$ cat src/mlc_pkg.sv
package mlc_pkg;

  typedef enum logic [1:0] {
    LVL_REGISTER = 2'd0,
    LVL_NEAR     = 2'd1,
    LVL_FAR      = 2'd2,
    LVL_MEMORY   = 2'd3
  } hit_level_t;

  typedef enum logic [2:0] {
    CFG_LINE_SHIFT    = 3'd0,
    CFG_REGISTER_COST = 3'd1,
    CFG_NEAR_COST     = 3'd2,
    CFG_FAR_COST      = 3'd3,
    CFG_MEMORY_COST   = 3'd4
  } cfg_index_t;

  typedef enum logic [2:0] {
    ST_IDLE,
    ST_SCAN,
    ST_SCAN_DRAIN,
    ST_RESOLVE,
    ST_UPDATE,
    ST_UPDATE_DRAIN,
    ST_DONE
  } ctrl_state_t;

  typedef struct packed {
    logic load;
    logic scan_rd;
    logic upd_rd;
    logic resolve;
    logic finish;
  } mlc_cmd_t;

  localparam int TOTAL_W = 48;
  localparam int COST_W  = 10;
  localparam int SHIFT_W = 4;
  localparam int CFG_W   = 10;

  localparam logic [SHIFT_W-1:0] LINE_SHIFT_RST    = 4'd6;
  localparam logic [7:0]         REGISTER_COST_RST = 8'd1;
  localparam logic [7:0]         NEAR_COST_RST     = 8'd4;
  localparam logic [7:0]         FAR_COST_RST      = 8'd50;
  localparam logic [COST_W-1:0]  MEMORY_COST_RST   = 10'd190;

endpackage

$ cat src/mlc_level.sv
module mlc_level
  import mlc_pkg::*;
#(
  parameter int DEPTH = 8,
  parameter int TAG_W = 48,
  parameter int SW_W  = 12,
  localparam int CNT_W = $clog2(DEPTH + 1),
  localparam int IDX_W = (DEPTH > 1) ? $clog2(DEPTH) : 1
) (
  input  logic             clk,
  input  logic             rst,
  input  mlc_cmd_t         cmd,
  input  logic [SW_W-1:0]  idx,
  input  logic [TAG_W-1:0] tag,
  output logic             hit,
  output logic             full,
  output logic [CNT_W-1:0] count
);

  logic [TAG_W-1:0] tags [DEPTH];
  logic [IDX_W-1:0] ages [DEPTH];

  logic             rd_en;
  logic             live;
  logic             scan_d;
  logic             upd_d;
  logic             live_d;
  logic [IDX_W-1:0] idx_d;
  logic [TAG_W-1:0] tag_q;
  logic [IDX_W-1:0] age_q;
  logic [IDX_W-1:0] hit_slot;
  logic [IDX_W-1:0] hit_age;
  logic [IDX_W-1:0] old_slot;
  logic [IDX_W-1:0] slot;
  logic [IDX_W-1:0] thr;
  logic [IDX_W-1:0] last_age;
  logic             not_full;

  assign rd_en    = (cmd.scan_rd | cmd.upd_rd) & (idx < SW_W'(DEPTH));
  assign live     = idx < SW_W'(count);
  assign full     = count == CNT_W'(DEPTH);
  assign not_full = ~full;
  assign last_age = IDX_W'(count - CNT_W'(1));

  always_ff @(posedge clk) begin
    if (rd_en) begin
      tag_q <= tags[idx[IDX_W-1:0]];
      age_q <= ages[idx[IDX_W-1:0]];
    end
    if (cmd.resolve && !hit) begin
      tags[slot_sel()] <= tag;
    end
    if (upd_d && live_d) begin
      if (idx_d == slot) begin
        ages[idx_d] <= '0;
      end else if (age_q < thr) begin
        ages[idx_d] <= age_q + IDX_W'(1);
      end
    end
  end

  always_ff @(posedge clk) begin
    if (rst) begin
      scan_d <= 1'b0;
      upd_d  <= 1'b0;
      live_d <= 1'b0;
      hit    <= 1'b0;
      count  <= '0;
    end else begin
      scan_d <= cmd.scan_rd & rd_en;
      upd_d  <= cmd.upd_rd & rd_en;
      live_d <= rd_en & live;
      idx_d  <= idx[IDX_W-1:0];
      if (cmd.load) begin
        hit <= 1'b0;
      end else if (scan_d && live_d) begin
        if (tag_q == tag) begin
          hit      <= 1'b1;
          hit_slot <= idx_d;
          hit_age  <= age_q;
        end
        if (age_q == last_age) begin
          old_slot <= idx_d;
        end
      end
      if (cmd.resolve) begin
        slot <= slot_sel();
        thr  <= thr_sel();
        if (!hit && not_full) begin
          count <= count + CNT_W'(1);
        end
      end
    end
  end

  // Target slot and age threshold: a miss into a free slot behaves as a hit
  // at the new slot whose age is the old count; a full miss hits the oldest.
  function automatic logic [IDX_W-1:0] slot_sel();
    priority if (hit) return hit_slot;
    else if (not_full) return IDX_W'(count);
    else return old_slot;
  endfunction

  function automatic logic [IDX_W-1:0] thr_sel();
    priority if (hit) return hit_age;
    else if (not_full) return IDX_W'(count);
    else return last_age;
  endfunction

endmodule

$ cat config.mk
export PLATFORM = sky130hd
export DESIGN_NAME = mlc_level
export DESIGN_NICKNAME = d
export VERILOG_FILES = /design/src/mlc_pkg.sv /design/src/mlc_level.sv
export SDC_FILE = /design/constraint.sdc
export NUM_CORES = 1
export LEC_CHECK = 0
export ABC_AREA = 1
export CORE_MARGIN = 2
export CORE_UTILIZATION = 50
export CTS_BUF_LIST = sky130_fd_sc_hd__clkbuf_8
export DETAILED_ROUTE_END_ITERATION = 12
export DONT_BUFFER_PORTS = 1
export SYNTH_ARGS = -nofsm -noshare
export SYNTH_HDL_FRONTEND = slang
export SYNTH_SLANG_ARGS = --single-unit
$ cat constraint.sdc
create_clock -name clk -period 7.68 [get_ports clk]
set_input_delay 0.768 -clock clk [delete_from_list [all_inputs] [get_ports clk]]
set_output_delay 0.768 -clock clk [all_outputs]
set_load 0.01 [all_outputs]
==> qor.csv <==
stage,metric,value,unit
setup_path,worstPathRequired,7.92,ns
setup_path,worstSetupEndpoint,tags[7][24]$_DFFE_PP_,
global_route,grt-ovfl-total,0,
global_route,grt.total_usage,21.5,%
timing,tightestPinTransition,0.999,ns
setup_path,worst-path-max-fanout,48,
cells_and_area,final_cells,2187,
placed_design,post-place-ws,4.49,ns
setup_path,crit_top_cell,nand2_1,
cells_and_area,fin_area,0.0214,mm²
setup_path,crit_path_max_incr_delay,0.72,ns
global_route,antenna_found_initial,0,
power,p_seq_share,57.5,%
run_status,status,"finished, final reports clean",
timing,hold_slack,0.225,ns
clock_network,post_cts_buffers,0,
cells_and_area,synthToLayoutAreaGrowth,9.19,%
drt,wl_per_cell,19.6,µm
setup_path,startpoint_type,register,
cells_and_area,register_area,0.0145,mm²
timing,slew_headroom,33.4,%
cells_and_area,fill_cells,3316,
placed_design,dpl-instance-area,0.0201,mm²
clock_network,cts_buffers,81,
timing,fin_tns_setup,0,ns
floorplan,rows,72,
logic_synthesis,synth-seq-cells,485,
logic_synthesis,ys_async_sr_fraction,0,%
logic_synthesis,synth_cell_types,33,
drt,top_layer,met4,
floorplan,dieHeight,202,µm
setup_path,path_class,reg2reg,
drt,vias,11900,
power,peakVddDrop,0.000153,V
global_route,grt_pass1_vias,11800,
drt,via_per_inst,5.43,
power,powerDensity,242,mW/mm²
cells_and_area,antenna_cells,0,
cells_and_area,multiInputGateArea,0.00449,mm²
clock_network,clock-sinks,485,
logic_synthesis,seq_area_frac_synth,73.7,%
timing,rsz0062_at_grt,false,
global_route,grt_pass1_wl,66600,µm
timing,hold_viol,0,
setup_path,critPathCaptureType,register,
power,switching_share,21.8,%
clock_network,clk_path_buf_depth,3,
timing,period_share,38.7,%
placed_design,hpwl,20700,µm
clock_network,clk_pin_slew,0.05,ns
clock_network,clock_latency,0.62,ns
timing,min_period,2.97,ns
timing,max_freq,336,MHz
drt,drtIter0Drc,824,
power,p_leak,7.61,nW
floorplan,initial_core_util,50.7,%
cells_and_area,finalNetCount,1687,
logic_synthesis,syn_avg_cell_area,12.3,µm²
timing,drv_slew,0,
hold_path,hp-class,in2reg,
clock_network,postCtsHoldBufs,0,
power,combPwrFrac,4.1,%
clock_network,cts_tree,done,
setup_path,slowest_stage,buf_4,
setup_path,worstReg2RegEnd,tags[7][24]$_DFFE_PP_,
drt,wl_met1,18900,µm
setup_path,crit_start,count[0]$_SDFFE_PP0P_,
cells_and_area,drive_above_1_share,7.31,%
setup_path,cp.arrival,3.21,ns
logic_synthesis,ys.flop_type,edfxtp_1,
floorplan,die_x,202,µm
global_route,grt_max_degree,207,
flow_run,drv_cap,0,
logic_synthesis,syn-num-nets,1670,
placed_design,port_buffers,0,
drt,wl_met3,2610,µm
logic_synthesis,synthCells,1594,
timing,setup_viol,0,
timing,fin_worst_skew,0.0231,ns
drt,firstDrtPassIters,5,
clock_network,cts_root_buffer,clkbuf_8,
power,p_switching,1.13,mW
timing,setup_ws,4.71,ns
drt,ant_nets,0,
floorplan,die_area,0.0409,mm²
setup_path,worstPathCellList,inv_1 > ha_1 > nand3_2 > inv_2 > nand2_1 > nand2_1 > nand2_1 > o21ai_1 > nand2_1 > nor2_4 > buf_4,
clock_network,htree_levels,3,
power,p_int,4.06,mW
placed_design,place_congestion,0.804,
logic_synthesis,synth_edf_count,477,
logic_synthesis,ys_warn_count,0,
drt,route.met2.wl,20300,µm
drt,drc,0,
setup_path,rrSetupSlack,4.71,ns
floorplan,ios,73,
power,clkPwrFrac,38.4,%
placed_design,dp_cells,2046,
logic_synthesis,synth_area,0.0196,mm²
setup_path,rr_startpoint,count[0]$_SDFFE_PP0P_,
drt,drt-total-wl,42900,µm
clock_network,cts_resized,0,
setup_path,r2r_cells,11,
floorplan,core,0.0387,mm²
==> flip-flops by register name, indices dropped and copies added (netlist names) <==
register / cells
tags: 384
tag_q: 48
ages: 24
count: 4
age_q: 3
hit_age: 3
hit_slot: 3
idx_d: 3
old_slot: 3
slot: 3
thr: 3
hit: 1
live_d: 1
scan_d: 1
upd_d: 1
==> worst max-delay path, delay by kind of cell (launching register included) <==
family                     cells  cell delay [ns]
AOI/OAI and AO/OA              1             0.19
adders and majority gates      1             0.21
buffers and inverters          3             1.09
DFF                            1             0.43
and+or+nand+nor                6             0.63
==> how the worst min path moves through the flow <==
stage                                     from                     to  cells after the start
after detailed placement  hit_age[1]$_DFFE_PP_       thr[1]$_DFFE_PP_                      2
after global placement    hit_age[1]$_DFFE_PP_       thr[1]$_DFFE_PP_                      2
after CTS                                  rst  count[3]$_SDFFE_PP0P_                      1
final                                      rst  count[3]$_SDFFE_PP0P_                      1
after floorplan           hit_age[1]$_DFFE_PP_       thr[1]$_DFFE_PP_                      2
after global routing                       rst       upd_d$_SDFF_PP0_                      1
==> metrics by stage <==
| step | utilization [%] | total power, mW |
|---|---|---|
| 6_report | 55.4 | 5.19 |
| 5_1_grt | 55.4 | 5.38 |
| 4_1_cts | 55.4 | 5.25 |
| 3_5_place_dp | 51.8 | 3.26 |
| 3_3_place_gp | 51.8 | 3.25 |
| 2_1_floorplan | - | 3.23 |
==> area by class of cell <==
type / count / share of cell area, %
Sequential cell: 485 / 67.5
Multi-Input combinational cell: 940 / 20.9
Clock buffer: 85 / 5.45
Tap cell: 518 / 3.02
Inverter: 92 / 1.63
Clock inverter: 56 / 1.05
Timing Repair Buffer: 11 / 0.385
==> synth_stat cells (2+ instances only) <==
library cell / instances / area, µm²
edfxtp_1: 477 / 14300
nor2_1: 372 / 1400
nand2_1: 293 / 1100
o21ai_0: 106 / 531
o32ai_1: 102 / 893
inv_1: 85 / 319
clkbuf_1: 43 / 161
buf_2: 24 / 120
xnor2_1: 13 / 114
ha_1: 9 / 113
buf_6: 8 / 90.1
dfxtp_1: 8 / 160
o21ai_1: 8 / 40.0
nand3_1: 6 / 30.0
xor2_1: 6 / 52.6
a21oi_1: 5 / 25.0
inv_2: 5 / 18.8
nor3_1: 5 / 25.0
o22ai_1: 3 / 18.8
a21boi_1: 2 / 15.0
nor4_1: 2 / 12.5
==> logic make-up after synthesis <==
family / Yosys count / synth area share, %
compound gates: 230 / 7.91
xor+xnor: 19 / 0.847
fa+ha+maj: 9 / 0.573
buf+inv: 169 / 3.72
flops: 485 / 73.7
simple gates: 682 / 13.2
==> routing by layer <==
layer  track usage (%)  vias up
met5                 0        -
met4              7.46        0
met1              28.7     5777
met3              5.00       88
li1                  -     5665
met2              35.0      338
==> power by group through the flow <==
| stage | Sequential (mW) | Clock (mW) | Combinational (mW) |
|---|---|---|---|
| final | 2.99 | 1.99 | 0.212 |
| after global routing | 2.99 | 2.15 | 0.244 |
| after CTS | 2.99 | 2.04 | 0.216 |
| after detailed placement | 3.04 | 0 | 0.215 |
| after global placement | 3.04 | 0 | 0.211 |
| after floorplan | 3.04 | 0 | 0.190 |
==> layout by cell type, fill, tap and decap left out, types with 5 or more instances in the layout <==
cell | Yosys | final
ha_1 | 9 | 9
edfxtp_1 | 477 | 477
nand3_1 | 6 | 6
a21oi_1 | 5 | 5
buf_4 | 1 | 11
nor3_1 | 5 | 5
clkbuf_8 | 0 | 85
xnor2_1 | 13 | 13
clkinv_1 | 1 | 19
clkinv_2 | 0 | 6
inv_1 | 85 | 113
dfxtp_1 | 8 | 8
o32ai_1 | 102 | 102
o21ai_1 | 8 | 8
nor2_4 | 0 | 8
nor2_1 | 372 | 364
xor2_1 | 6 | 6
inv_2 | 5 | 7
nand2_1 | 293 | 293
o21ai_0 | 106 | 106
Power figures use the tool's default switching activity.
